### config.mk
export PLATFORM = sky130hd
export DESIGN_NAME = modular_arithmetic_unit
export DESIGN_NICKNAME = d
export VERILOG_FILES = /design/src/rtl/mau_pkg.sv /design/src/rtl/mau_divider.sv /design/src/rtl/modular_arithmetic_unit.sv
export SDC_FILE = /design/constraint.sdc
export NUM_CORES = 2
export LEC_CHECK = 0
export CAP_MARGIN = 10
export CORE_UTILIZATION = 25
export DETAILED_ROUTE_END_ITERATION = 10
export DONT_BUFFER_PORTS = 1
export PLACE_DENSITY_LB_ADDON = 0.3
export SLEW_MARGIN = 5
export SYNTH_ARGS = -nofsm -noshare
export SYNTH_HDL_FRONTEND = slang
export SYNTH_HIERARCHICAL = 1
export SYNTH_SLANG_ARGS = --single-unit
### constraint.sdc
create_clock -name clock -period 9.56 [get_ports clock]
set_input_delay 0.956 -clock clock [delete_from_list [all_inputs] [get_ports clock]]
set_output_delay 0.956 -clock clock [all_outputs]
set_load 0.01 [all_outputs]
### src/rtl/mau_pkg.sv
// Package for the modular arithmetic unit: widths, command codes, request and
// response structs, divider control and status structs. No dependencies.
package mau_pkg;

   localparam int unsigned OpW  = 31;
   localparam int unsigned ExpW = 63;
   localparam int unsigned RawW = 64;
   localparam int unsigned CmdW = 3;
   localparam int unsigned DivW = 64;   // dividend width of the shared divider
   localparam int unsigned CntW = 7;    // divider step / bit counter

   localparam logic [OpW-1:0] DefaultModulus = OpW'(1000000007);

   typedef enum logic [CmdW-1:0] {
      CMD_REDUCE = 3'd0,
      CMD_ADD    = 3'd1,
      CMD_SUB    = 3'd2,
      CMD_MUL    = 3'd3,
      CMD_DIV    = 3'd4,
      CMD_POW    = 3'd5,
      CMD_INV    = 3'd6,
      CMD_NONE   = 3'd7
   } cmd_type;

   typedef struct packed {
      logic [CmdW-1:0] cmd;
      logic [OpW-1:0]  first_operand;
      logic [OpW-1:0]  second_operand;
      logic [ExpW-1:0] exponent;
      logic [RawW-1:0] raw_value;
   } req_type;

   typedef struct packed {
      logic [OpW-1:0] result;
      logic           zero_divisor;
   } rsp_type;

   // Divider control between sequencer and shared divider
   typedef struct packed {
      logic start;
   } div_ctl_type;

   typedef struct packed {
      logic done;
      logic busy;
   } div_sts_type;

endpackage

### src/rtl/mau_divider.sv
// Shared restoring divider: 64-bit dividend by 31-bit divisor, one quotient
// bit per cycle. Depends on mau_pkg.
module mau_divider (
   input  logic                         clock,
   input  logic                         reset,
   input  mau_pkg::div_ctl_type         ctl,
   input  logic [mau_pkg::DivW-1:0]     dividend,
   input  logic [mau_pkg::OpW-1:0]      divisor,
   output mau_pkg::div_sts_type         sts,
   output logic [mau_pkg::DivW-1:0]     quotient,
   output logic [mau_pkg::OpW-1:0]      remainder
);

   logic [mau_pkg::DivW-1:0] quo_ff, quo_in;
   logic [mau_pkg::OpW:0]    rem_ff, rem_in;
   logic [mau_pkg::OpW-1:0]  dsr_ff, dsr_in;
   logic [mau_pkg::CntW-1:0] cnt_ff, cnt_in;
   logic                     busy_ff, busy_in;
   logic                     done_ff, done_in;
   logic [mau_pkg::OpW+1:0]  trial;
   logic [mau_pkg::OpW:0]    shifted;

   // Load the operands on start, else one shift-subtract step while busy
   always_comb begin
      shifted = {rem_ff[mau_pkg::OpW-1:0], quo_ff[mau_pkg::DivW-1]};
      trial   = {1'b0, shifted} - {2'b00, dsr_ff};
      quo_in  = quo_ff;
      rem_in  = rem_ff;
      dsr_in  = dsr_ff;
      cnt_in  = cnt_ff;
      busy_in = busy_ff;
      done_in = 1'b0;
      if (ctl.start) begin
         quo_in  = dividend;
         rem_in  = '0;
         dsr_in  = divisor;
         cnt_in  = mau_pkg::CntW'(mau_pkg::DivW);
         busy_in = 1'b1;
      end else if (busy_ff) begin
         if (trial[mau_pkg::OpW+1]) begin
            rem_in = shifted;
            quo_in = {quo_ff[mau_pkg::DivW-2:0], 1'b0};
         end else begin
            rem_in = trial[mau_pkg::OpW:0];
            quo_in = {quo_ff[mau_pkg::DivW-2:0], 1'b1};
         end
         cnt_in = cnt_ff - 1'b1;
         if (cnt_ff == mau_pkg::CntW'(1)) begin
            busy_in = 1'b0;
            done_in = 1'b1;
         end
      end
   end

   always_ff @(posedge clock) begin
      if (reset) begin
         busy_ff <= 1'b0;
         done_ff <= 1'b0;
         cnt_ff  <= '0;
      end else begin
         busy_ff <= busy_in;
         done_ff <= done_in;
         cnt_ff  <= cnt_in;
      end
      quo_ff <= quo_in;
      rem_ff <= rem_in;
      dsr_ff <= dsr_in;
   end

   assign sts.done  = done_ff;
   assign sts.busy  = busy_ff;
   assign quotient  = quo_ff;
   assign remainder = rem_ff[mau_pkg::OpW-1:0];

   // Divisor is nonzero whenever a step runs
   a_dsr_nz: assert property (@(posedge clock) disable iff (reset)
      busy_ff |-> dsr_ff != '0) else $error("divider: zero divisor");
   a_done_pulse: assert property (@(posedge clock) disable iff (reset)
      done_ff |=> !done_ff) else $error("divider: done held");
   a_start_idle: assert property (@(posedge clock) disable iff (reset)
      ctl.start |-> !busy_ff) else $error("divider: start while busy");

endmodule

### src/rtl/modular_arithmetic_unit.sv
// Modular arithmetic unit over a prime modulus: sequencer plus shared divider.
// Depends on mau_pkg and mau_divider.
// Reduce is a single divider pass; other commands first reduce both operands.
// Multiply then reduces the product; power makes a pass per multiply or square
// (up to 126); invert makes two passes per quotient step, divide the same plus
// a final product (step count depends on the operand). A divider pass is 64 steps.
// One request at a time; busy drops with the strobe, when a new start can be taken.
// Reset: synchronous, returns to idle and loads modulus 1000000007. No receiver stall.
module modular_arithmetic_unit (
   input  logic                          clock,
   input  logic                          reset,
   input  logic                          start,
   output logic                          busy,
   input  mau_pkg::req_type              req_data,
   output logic                          rsp_valid,
   output mau_pkg::rsp_type              rsp_data,
   input  logic                          csr_write,
   input  logic [mau_pkg::OpW-1:0]       csr_wdata
);

   typedef enum logic [8:0] {
      ST_IDLE  = 9'b000000001,
      ST_RA    = 9'b000000010,  // reduce a
      ST_RB    = 9'b000000100,  // reduce b
      ST_OP    = 9'b000001000,  // dispatch after operands reduced
      ST_MUL   = 9'b000010000,  // waiting on a product reduction
      ST_PSQ   = 9'b000100000,  // power: multiply and square
      ST_IQ    = 9'b001000000,  // invert and divide: m / t
      ST_IACC  = 9'b010000000,  // invert and divide: acc * (m - q)
      ST_DONE  = 9'b100000000
   } state_type;

   localparam int unsigned W = mau_pkg::OpW;

   state_type               state_ff, state_in;
   logic [W-1:0]            mod_ff, mod_in;
   logic [W-1:0]            m_ff, m_in;
   logic [mau_pkg::CmdW-1:0] cmd_ff, cmd_in;
   logic [W-1:0]            a_ff, a_in;
   logic [W-1:0]            b_ff, b_in;
   logic [mau_pkg::ExpW-1:0] e_ff, e_in;
   logic [W-1:0]            acc_ff, acc_in;
   logic [W-1:0]            t_ff, t_in;
   logic [W-1:0]            q_ff, q_in;
   logic                    neg_ff, neg_in;
   logic                    mulsel_ff, mulsel_in; // power: 1 = acc*cur pending
   logic                    rv_ff, rv_in;
   mau_pkg::rsp_type        rsp_ff, rsp_in;

   mau_pkg::div_ctl_type    dctl;
   mau_pkg::div_sts_type    dsts;
   logic [mau_pkg::DivW-1:0] dvd;
   logic [W-1:0]            dvsr;
   logic [mau_pkg::DivW-1:0] dquo;
   logic [W-1:0]            drem;
   logic [2*W-1:0]          prod;
   logic [W-1:0]            mul_x, mul_y;
   logic [W:0]              sum;
   logic [W:0]              diff;
   logic [W-1:0]            rmod;
   logic [W-1:0]            m_eff;

   mau_divider u_div (
      .clock     (clock),
      .reset     (reset),
      .ctl       (dctl),
      .dividend  (dvd),
      .divisor   (dvsr),
      .sts       (dsts),
      .quotient  (dquo),
      .remainder (drem)
   );

   // Single shared multiplier, its product is reduced by the divider
   assign prod  = mul_x * mul_y;
   assign sum   = {1'b0, a_ff} + {1'b0, b_ff};
   assign diff  = {1'b0, a_ff} + {1'b0, m_ff} - {1'b0, b_ff};
   assign rmod  = (drem == '0) ? '0 : m_ff - drem;
   assign m_eff = (mod_ff == '0) ? W'(1) : mod_ff;

   always_comb begin
      state_in  = state_ff;
      mod_in    = mod_ff;
      m_in      = m_ff;
      cmd_in    = cmd_ff;
      a_in      = a_ff;
      b_in      = b_ff;
      e_in      = e_ff;
      acc_in    = acc_ff;
      t_in      = t_ff;
      q_in      = q_ff;
      neg_in    = neg_ff;
      mulsel_in = mulsel_ff;
      rv_in     = 1'b0;
      rsp_in    = rsp_ff;
      dctl.start = 1'b0;
      dvd       = '0;
      dvsr      = m_ff;
      mul_x     = acc_ff;
      mul_y     = a_ff;
      if (csr_write) mod_in = csr_wdata;

      case (state_ff)
         ST_IDLE: begin
            // divider latches its divisor now, so feed it the live modulus
            dvsr = m_eff;
            if (start) begin
               m_in   = m_eff;
               cmd_in = req_data.cmd;
               a_in   = req_data.first_operand;
               b_in   = req_data.second_operand;
               e_in   = req_data.exponent;
               neg_in = req_data.raw_value[mau_pkg::RawW-1];
               state_in = ST_RA;
               dctl.start = 1'b1;
               if (req_data.cmd == mau_pkg::CMD_REDUCE) begin
                  dvd = req_data.raw_value[mau_pkg::RawW-1] ?
                        (mau_pkg::RawW'(0) - req_data.raw_value) :
                        req_data.raw_value;
               end else begin
                  dvd = mau_pkg::DivW'(req_data.first_operand);
               end
            end
         end
         ST_RA: begin
            if (dsts.done) begin
               if (cmd_ff == mau_pkg::CMD_REDUCE) begin
                  rsp_in.result = neg_ff ? rmod : drem;
                  rsp_in.zero_divisor = 1'b0;
                  state_in = ST_DONE;
               end else begin
                  a_in = drem;
                  dctl.start = 1'b1;
                  dvd = mau_pkg::DivW'(b_ff);
                  state_in = ST_RB;
               end
            end
         end
         ST_RB: begin
            if (dsts.done) begin
               b_in = drem;
               state_in = ST_OP;
            end
         end
         ST_OP: begin
            rsp_in.zero_divisor = 1'b0;
            rsp_in.result = '0;
            state_in = ST_DONE;
            acc_in = (m_ff == W'(1)) ? '0 : W'(1);
            case (cmd_ff)
               mau_pkg::CMD_ADD: rsp_in.result =
                  (sum >= {1'b0, m_ff}) ? W'(sum - {1'b0, m_ff}) : sum[W-1:0];
               mau_pkg::CMD_SUB: rsp_in.result =
                  (diff >= {1'b0, m_ff}) ? W'(diff - {1'b0, m_ff}) : diff[W-1:0];
               mau_pkg::CMD_MUL: begin
                  mul_x = a_ff; mul_y = b_ff;
                  dvd = mau_pkg::DivW'(prod);
                  dctl.start = 1'b1;
                  state_in = ST_MUL;
               end
               mau_pkg::CMD_POW: begin
                  // a already reduced; acc = 1 mod m
                  state_in = ST_PSQ;
                  mulsel_in = 1'b0;
                  q_in = '0;
                  if (e_ff == '0) begin
                     rsp_in.result = (m_ff == W'(1)) ? '0 : W'(1);
                     state_in = ST_DONE;
                  end
               end
               mau_pkg::CMD_DIV, mau_pkg::CMD_INV: begin
                  t_in = (cmd_ff == mau_pkg::CMD_DIV) ? b_ff : a_ff;
                  state_in = ST_IQ;
               end
               default: ;
            endcase
         end
         ST_MUL: begin
            if (dsts.done) begin
               rsp_in.result = drem;
               state_in = ST_DONE;
            end
         end
         // Power: each exponent bit does optional acc*cur then cur*cur
         ST_PSQ: begin
            if (!dsts.busy && !dsts.done) begin
               if (e_ff == '0) begin
                  rsp_in.result = acc_ff;
                  state_in = ST_DONE;
               end else if (e_ff[0] && !mulsel_ff) begin
                  mul_x = acc_ff; mul_y = a_ff;
                  dvd = mau_pkg::DivW'(prod);
                  dctl.start = 1'b1;
                  mulsel_in = 1'b1;
               end else begin
                  mul_x = a_ff; mul_y = a_ff;
                  dvd = mau_pkg::DivW'(prod);
                  dctl.start = 1'b1;
                  mulsel_in = 1'b0;
                  e_in = e_ff >> 1;
                  q_in = '1; // marks square pending
               end
            end else if (dsts.done) begin
               if (q_ff == '1) begin
                  a_in = drem;
                  q_in = '0;
               end else begin
                  acc_in = drem;
               end
            end
         end
         // Invert and divide: t <- m mod t, acc <- acc*(m - m/t)
         ST_IQ: begin
            if (!dsts.busy && !dsts.done) begin
               if (t_ff == '0) begin
                  rsp_in.result = '0;
                  rsp_in.zero_divisor = 1'b1;
                  state_in = ST_DONE;
               end else if (t_ff == W'(1)) begin
                  if (cmd_ff == mau_pkg::CMD_INV) begin
                     rsp_in.result = acc_ff;
                     state_in = ST_DONE;
                  end else begin
                     mul_x = acc_ff; mul_y = a_ff;
                     dvd = mau_pkg::DivW'(prod);
                     dctl.start = 1'b1;
                     state_in = ST_MUL;
                  end
               end else begin
                  // m / t on the shared divider
                  dvd = mau_pkg::DivW'(m_ff);
                  dvsr = t_ff;
                  dctl.start = 1'b1;
               end
            end else if (dsts.done) begin
               q_in = dquo[W-1:0];
               t_in = drem;
               state_in = ST_IACC;
            end
         end
         ST_IACC: begin
            mul_x = acc_ff; mul_y = m_ff - q_ff;
            if (!dsts.busy && !dsts.done) begin
               dvd = mau_pkg::DivW'(prod);
               dctl.start = 1'b1;
            end else if (dsts.done) begin
               acc_in = drem;
               state_in = ST_IQ;
            end
         end
         ST_DONE: begin
            rv_in = 1'b1;
            state_in = ST_IDLE;
         end
         default: state_in = ST_IDLE;
      endcase
   end

   always_ff @(posedge clock) begin
      if (reset) begin
         state_ff <= ST_IDLE;
         mod_ff   <= mau_pkg::DefaultModulus;
         rv_ff    <= 1'b0;
      end else begin
         state_ff <= state_in;
         mod_ff   <= mod_in;
         rv_ff    <= rv_in;
      end
      m_ff      <= m_in;
      cmd_ff    <= cmd_in;
      a_ff      <= a_in;
      b_ff      <= b_in;
      e_ff      <= e_in;
      acc_ff    <= acc_in;
      neg_ff    <= neg_in;
      mulsel_ff <= mulsel_in;
      rsp_ff    <= rsp_in;
      q_ff      <= q_in;
      t_ff      <= t_in;
   end

   assign busy      = (state_ff != ST_IDLE);
   assign rsp_valid = rv_ff;
   assign rsp_data  = rsp_ff;

   a_one_hot: assert property (@(posedge clock) disable iff (reset)
      $onehot(state_ff)) else $error("state not one-hot");
   a_strobe: assert property (@(posedge clock) disable iff (reset)
      rv_ff |-> $past(state_ff == ST_DONE)) else $error("strobe without done");
   a_range: assert property (@(posedge clock) disable iff (reset)
      rv_ff |-> rsp_ff.result < m_ff || m_ff == '0) else $error("result out of range");
   a_zd: assert property (@(posedge clock) disable iff (reset)
      rv_ff && rsp_ff.zero_divisor |-> rsp_ff.result == '0)
      else $error("zero divisor with nonzero result");

endmodule

Word level (Yosys, flattened, before mapping)
Index checks and enable logic that the tools add are counted.
- input port bits: 227
- output and inout port bits: 34
- flip-flop bits (word level): 462
- word-level logic and storage cells: 242
- add/sub/neg operators: 10
- reduce and logical (&&, ||, !) cells: 35
- bitwise operators: 1
- order comparisons: 2
- multipliers: 1
- equal/unequal tests: 50
- multiplexer cells: 121
- operator list (operator ; count):
    2-to-1 mux 31 bit ; 43
    2-to-1 mux 64 bit ; 8
    one-hot mux 64 bit (6 select lines) ; 1
    one-hot mux 31 bit (3 select lines) ; 4
    2-to-1 mux 62 bit ; 5
    one-hot mux 31 bit (2 select lines) ; 5
    2-to-1 mux 63 bit ; 4
    one-hot mux 31 bit (5 select lines) ; 1
    2-to-1 mux 9 bit ; 15
    one-hot mux 63 bit (2 select lines) ; 1
    subtractor 31 bit ; 4
    2-to-1 mux 32 bit ; 3
    logical NOT 31 bit ; 3
    one-hot mux 9 bit (8 select lines) ; 1
    adder 31 x 31 -> 32 bit ; 2
    greater-or-equal comparator 32 x 31 -> 1 bit ; 2
    subtractor 1 x 64 -> 64 bit, first input constant ; 1
    logical NOT 63 bit ; 1
    equality test 31 x 1 -> 1 bit, second input constant ; 2
    multiplier 31 x 31 -> 62 bit ; 1
    subtractor 32 x 31 -> 33 bit ; 1
    subtractor 32 x 31 -> 32 bit ; 1
    equality test 31 bit, second input constant ; 1
    != test 2 bit, second input constant ; 14
    43 further kinds ; 96

Depth between registers and ports, before layout
- depth in word-level cells: 13
- depth in mapped cells: 41
- mapped depth without buffers: 39

Hierarchy
Netlist, hierarchy kept.
- modules (own cells, without submodules) (module ; area each (um2) ; times used ; cells an instance ; sequential area each (um2)):
    modular_arithmetic_unit ; 61869.3 ; 1 ; 7254 ; 9409.0
    mau_divider ; 7158.1 ; 1 ; 635 ; 3653.5

Worst setup path before layout
No wires, ideal clock.
- kind: reg-to-reg
- start point: register m_ff[0]
- end point: register u_div.quo_ff (netlist bit u_div/quotient[61]), data pin
- cell stages (with the launch flop): 39
- arrival: 9.437 ns
- setup time: 0.260 ns
- path slack: -0.136 ns
- clock period less this slack: 9.696 ns
- buffers on the path: 2
- path through: edfxtp_1 -> inv_1 -> ha_1 -> fa_1 -> nor2b_1 -> o21ai_0 -> a21oi_1 -> nor2_1 -> o21ai_0 -> a21o_1 -> a21oi_1 -> xor2_1 -> o21ai_0 -> clkbuf_1 -> nand2_1 -> fa_1 -> inv_1 -> fa_1 -> (+3 left out) -> inv_1 -> fa_1 -> fa_1 -> fa_1 -> fa_1 -> ha_1 -> clkbuf_1 -> and3_1 -> a221o_1 -> a41o_1 -> a32oi_1 -> o31a_1 -> nand2_1 -> a311o_1 -> a21oi_1 -> xnor2_1 -> o22ai_1 -> mux2_2
- cells in the longest elaborated chain, start to end: 9
- elaborated cells between the ends (all ways): 13
- RTL lines (what ; line ; text):
    start: declaration ; modular_arithmetic_unit.sv:37 ; logic [W-1:0] m_ff, m_in;
    start signal: assignment ; modular_arithmetic_unit.sv:269 ; m_ff <= m_in;
    subtractor 31 bit * ; modular_arithmetic_unit.sv:242 ; mul_x = acc_ff; mul_y = m_ff - q_ff;
    one-hot mux 31 bit (2 select lines) * ; modular_arithmetic_unit.sv:103 ; case (state_ff)
    multiplier 31 x 31 -> 62 bit * ; modular_arithmetic_unit.sv:75 ; assign prod = mul_x * mul_y;
    2-to-1 mux 62 bit ; modular_arithmetic_unit.sv:220 ; if (cmd_ff == mau_pkg::CMD_INV) begin
    2-to-1 mux 64 bit ; modular_arithmetic_unit.sv:219 ; end else if (t_ff == W'(1)) begin
    2-to-1 mux 64 bit ; modular_arithmetic_unit.sv:215 ; if (t_ff == '0) begin
    2-to-1 mux 64 bit ; modular_arithmetic_unit.sv:214 ; if (!dsts.busy && !dsts.done) begin
    one-hot mux 64 bit (6 select lines) * ; modular_arithmetic_unit.sv:103 ;
    named net dvd (one bit) ; modular_arithmetic_unit.sv:52 ; logic [mau_pkg::DivW-1:0] dvd;
    2-to-1 mux 64 bit * ; mau_divider.sv:33 ; if (ctl.start) begin
    named net u_div.quo_in (one bit) ; mau_divider.sv:14 ; logic [mau_pkg::DivW-1:0] quo_ff, quo_in;
    end signal: assignment ; mau_divider.sv:65 ; quo_ff <= quo_in;
    end: declaration ; mau_divider.sv:14 ;
Mark *: on every way through the listed nets, which the timed path passes. The rest lies on a longest branch.
A chain may end at the register's enable or synchronous reset.

Worst setup path after layout
- start point: register e_ff[30] (netlist bit)
- end point: register u_div.quo_ff (netlist bit u_div/quotient[29]), data pin
- cells in the longest elaborated chain, start to end: 11
- elaborated cells between the ends (all ways): 18
- RTL lines (what ; line ; text):
    start: declaration ; modular_arithmetic_unit.sv:41 ; logic [mau_pkg::ExpW-1:0] e_ff, e_in;
    start signal: assignment ; modular_arithmetic_unit.sv:273 ; e_ff <= e_in;
    logical NOT 63 bit * ; modular_arithmetic_unit.sv:187 ; if (e_ff == '0) begin
    2-to-1 mux 31 bit ; modular_arithmetic_unit.sv:187 ;
    2-to-1 mux 31 bit ; modular_arithmetic_unit.sv:186 ; if (!dsts.busy && !dsts.done) begin
    one-hot mux 31 bit (2 select lines) ; modular_arithmetic_unit.sv:103 ;
    multiplier 31 x 31 -> 62 bit ; modular_arithmetic_unit.sv:75 ;
    2-to-1 mux 62 bit ; modular_arithmetic_unit.sv:220 ;
    2-to-1 mux 64 bit ; modular_arithmetic_unit.sv:219 ;
    2-to-1 mux 64 bit ; modular_arithmetic_unit.sv:215 ;
    2-to-1 mux 64 bit ; modular_arithmetic_unit.sv:214 ;
    one-hot mux 64 bit (6 select lines) * ; modular_arithmetic_unit.sv:103 ;
    named net dvd (one bit) ; modular_arithmetic_unit.sv:52 ;
    2-to-1 mux 64 bit * ; mau_divider.sv:33 ;
    named net u_div.quo_in (one bit) ; mau_divider.sv:14 ;
Marks and branches as above.

==> flow_results.org <==
** Routing
- Summed over all layers, the routed wires come to 338 mm.
- Number of DRC violations after detailed routing :: 0
- Number of detailed-routing iterations run before antenna repair :: 9
- After detailed routing, the number of vias per cell comes to 5.18.
- Violation count after the first detailed-route iteration :: about 7300
- Detailed-route via count :: approximately 65000
- In the final routed layout, each cell accounts on average for roughly 27 um.
- ANT nets after route :: 0

** Clock tree
- Buffers from clock root to sink, at most :: 3
- Quantity of hold-fixing buffers added after cts :: 0
- The tree is rooted in a sky130_fd_sc_hd__clkbuf_16.
- The H-tree was split into 2 levels.
- For the worst-skew pair, the clock arrives at the later sink with an insertion delay of 0.65 ns.
- TritonCTS clock tree :: done
- CTS buffer count :: 52
- After clock tree synthesis, the clock-pin slew on the worst setup and hold paths is around 0.060 ns.
- The tree built by TritonCTS fans out to about 460 sinks.

** Place
- Number of buffers added on ports :: 0
- Worst setup slack before clock tree synthesis :: -1.08 ns
- Half-perimeter wire length after placement :: 276 mm
- At the end of routability-driven placement, the weighted congestion stood at around 1.0.
- Number of placed instances with taps included :: roughly 12000

** STA
- Clk_skew :: around 0.057 ns
- Tcrit/Tclk final :: 105%
- Fin crit period :: between 10 and 15 ns
- Remaining max-slew budget at the tightest pin :: a little under a fifth
- Maximum achievable frequency :: 99.3 MHz
- Once routing completed, OpenROAD measured the worst setup slack at -0.513 ns.
- The number of failing hold endpoints at the final stage was 0.
- RSZ-0062 raised after global routing :: true
- The final number of max-transition violations is 0.
- Setup violations remaining at the end of the flow were counted as 40.
- Worst-margin pin slew :: between 1 and 1.5 ns

** Final layout
- Counting the fill cells in the layout gives around 29000.
- Total area of multi-input combinational cells :: 52200 sq um
- For this run, the post-layout net count is just over 10000.
- Layout overhead on the synthesized area :: 26.8%
- Seq. cell area :: around 13000 sq um
- The count of cells in the finished layout, fillers not included, comes to between 10000 and 15000.
- Fraction of final layout cells with drive strength greater than 1 :: around 22%

** Worst setup path
- Nature of the critical path startpoint :: register
- The worst setup path is of the register to register kind.
- On the critical path, the stage with the largest delay is an instance of sky130_fd_sc_hd__or4_4.
- For this run, the slowest stage of the critical path takes 0.64 ns.
- Crit path arrival time :: about 10 ns
- Most repeated library cell on the critical path :: sky130_fd_sc_hd__fa_1
- Along the worst path, the maximum fanout reaches 8.
- STA puts the critical path data required time at ~10 ns.
- STA classifies the critical path endpoint as a register.

** Synth
- The portion of synthesized area spent on multiplexers is ~3.5%.
- Among all flip-flop cells after synthesis, the most frequent one is sky130_fd_sc_hd__edfxtp_1.
- The synthesized netlist devotes 15.4% of its cell area to compound gates.
- Sequential elements use 18.9% of the synthesized area.
- Counting flops with a built-in enable in the synthesized netlist gives 381.
- After synthesis the netlist holds a flip-flop and latch count of between 400 and 500.
- Warnings from Yosys :: 6
- Post-Synth XOR/XNOR Area :: around 3.8%
- The cell count after synthesis came out at 7889.
- Of the total synthesized cell area, the portion taken by full adders, half adders and majority gates is between 30% and 40%.
- By area, the combinational part of the netlist is dominated by adder cells.
- The number of different library cells used by synthesis comes to about 110.
- Synthesized cell area :: 69000 sq um
- Summing the areas of all and, or, nand and nor instances in the mapped netlist gives between 10% and 20% of the synthesized area.
- Average footprint of a synthesized cell :: 8.75 sq um
- Share of flip-flops with an asynchronous set or reset :: 0%
- Post-Synthesis Net Count :: 9463

** Run
- The tool flagged a number of max-cap violations equal to 0.

** Outcome
- The checks that failed: negative setup slack.
- The flow ran to the end, but the final reports show violations.

** Floorplanning
- In this run the count of I/O pins placed on the die edge is roughly 260.
- Area of the core :: ~270000 sq um
- Once the floorplan was initialized, standard cells occupied between 20 and 30% of the core.
- The floorplan has approximately 190 rows.
- Full die area :: 278000 sq um
- The floorplan step set the die width to 527 um.
- DIE HEIGHT :: 527 um

** GRT
- Overall track demand over capacity in global routing :: about a quarter
- Entering global routing, the biggest net connects between 60 and 70 pins.
- The total overflow left after global routing is 0.
- The first global-routing pass estimated about 470 mm of wire.
- Via count of the first global-routing pass :: between 60000 and 70000
- Antenna violations before repair :: 21

** Min path
- Min-Delay Path Class :: primary input to register
path summary, 6_finish.rpt:
kind	startpoint	end	slack (ns)	cells past startpoint
worst max-delay path	e_ff[30]	u_div/quotient[29]	-0.51	36
worst min-delay path	reset	u_div/busy_ff	0.38	1
worst max register to register	e_ff[30]	u_div/quotient[29]	-0.51	36
worst min register to register	u_div/cnt_ff[1]	u_div/cnt_ff[1]	0.53	2
synth_stat cells, drive strengths merged (148+ instances only):
| cell | n | area (sq um) |
|---|---|---|
| a21oi | 332 | 1670 |
| o21ai | 339 | 1960 |
| inv | 1167 | 4380 |
| nor2 | 644 | 2420 |
| a21o | 167 | 1250 |
| clkbuf | 259 | 976 |
| xnor2 | 151 | 1320 |
| xor2 | 148 | 1300 |
| nand2 | 1179 | 4440 |
| edfxtp | 381 | 11400 |
| buf | 167 | 967 |
| fa | 874 | 17500 |
| ha | 473 | 5920 |
what timing repair did:
action,CTS,global route
cloned,4,5
gates resized for setup,335,252
setup buffers,136,83
setup endpoints to repair,46,143
pin swaps,157,139
final cells by class:
class                           instances  share of cell area, %
Tap cell                             3686                   5.27
Timing Repair Buffer                 1228                   13.0
Inverter                             1167                   5.01
Multi-Input combinational cell       5834                   59.6
Clock buffer                           64                   1.62
Clock inverter                         33                  0.487
Antenna cell                           20                 0.0572
Sequential cell                       462                   14.9
metrics by stage:
step | util [%] | hold WS [ns] | TNS [ns] | area [sq um]
after global routing | 31.9 | 0.379 | -23.26 | 87500
after global placement | 29.6 | 0.482 | -28.50 | 81000
final | 31.9 | 0.377 | -12.76 | 87500
after CTS | 31.3 | 0.357 | -7.63 | 85700
after floorplan | - | 0.451 | 0 | 69000
after detailed placement | 29.6 | 0.514 | -29.38 | 81000
registers in the layout (all words and copies together), names as in the netlist, 7 cells and up:
register and cells:
b_ff 31, u_div/rem_ff 31, mod_ff 31, acc_ff 31
state_ff 9, q_ff 31, e_ff 63, u_div/quotient 64
a_ff 31, u_div/cnt_ff 7, rsp_data 32, m_ff 31
u_div/dsr_ff 31, t_ff 31
layer usage:
metal  routed length, um  GRT usage (%)
met3               35500           6.29
met2              145000           35.9
met1              137000           30.8
met5                  46              0
met4               20700           11.9
cells by family (layout without fill, tap and decap cells):
logic type,after synthesis,count (layout)
and+or+nand+nor,2407,2407
other,0,20
AOI/OAI and AO/OA,1555,1555
muxes,226,226
buffers and inverters,1593,2492
xor gates and xnor gates,299,299
DFF,462,462
adders and majority gates,1347,1347
cell usage in the layout, fill, tap and decap left out, types with 30 or more instances in the layout:
| cell | instances |
|---|---|
| sky130_fd_sc_hd__dfxtp_1 | 80 |
| sky130_fd_sc_hd__a31oi_1 | 36 |
| sky130_fd_sc_hd__nand2_2 | 32 |
| sky130_fd_sc_hd__inv_1 | 1145 |
| sky130_fd_sc_hd__a211oi_1 | 65 |
| sky130_fd_sc_hd__o21ai_2 | 37 |
| sky130_fd_sc_hd__fa_2 | 62 |
| sky130_fd_sc_hd__a221oi_1 | 55 |
| sky130_fd_sc_hd__buf_6 | 68 |
| sky130_fd_sc_hd__fa_1 | 812 |
| sky130_fd_sc_hd__a21oi_2 | 31 |
| sky130_fd_sc_hd__and3_1 | 35 |
| sky130_fd_sc_hd__o21a_1 | 60 |
| sky130_fd_sc_hd__mux2_2 | 72 |
| sky130_fd_sc_hd__edfxtp_1 | 381 |
| sky130_fd_sc_hd__clkbuf_16 | 59 |
| sky130_fd_sc_hd__o22ai_1 | 67 |
| sky130_fd_sc_hd__nor2_1 | 611 |
| sky130_fd_sc_hd__nand4_1 | 71 |
| sky130_fd_sc_hd__o21ai_0 | 252 |
| sky130_fd_sc_hd__nor4_1 | 58 |
| sky130_fd_sc_hd__nor2b_1 | 46 |
| sky130_fd_sc_hd__mux2i_1 | 116 |
| sky130_fd_sc_hd__ha_1 | 445 |
| sky130_fd_sc_hd__buf_12 | 138 |
| sky130_fd_sc_hd__buf_4 | 1008 |
| sky130_fd_sc_hd__nand3_1 | 51 |
| sky130_fd_sc_hd__nand2_1 | 1137 |
| sky130_fd_sc_hd__and2_1 | 40 |
| sky130_fd_sc_hd__or3_1 | 39 |
| sky130_fd_sc_hd__a21oi_1 | 293 |
| sky130_fd_sc_hd__xor2_1 | 134 |
| sky130_fd_sc_hd__nor3_1 | 88 |
| sky130_fd_sc_hd__nand2b_1 | 32 |
| sky130_fd_sc_hd__a22oi_1 | 56 |
| sky130_fd_sc_hd__a21o_1 | 166 |
| sky130_fd_sc_hd__o31ai_1 | 30 |
| sky130_fd_sc_hd__o21ai_4 | 31 |
| sky130_fd_sc_hd__mux2_4 | 31 |
| sky130_fd_sc_hd__xnor2_1 | 136 |
critical path: cells and delay by family (launching register included):
kind,cells,cell delay [ns]
DFF,1,0.41
buffers and inverters,9,0.98
muxes,1,0.31
AOI/OAI and AO/OA,8,1.63
xor gates and xnor gates,1,0.23
adders and majority gates,9,4.39
and+or+nand+nor,8,1.85
Power is not shown: default switching activity piles up to over one toggle a cycle in this logic, so the estimate is an artifact.
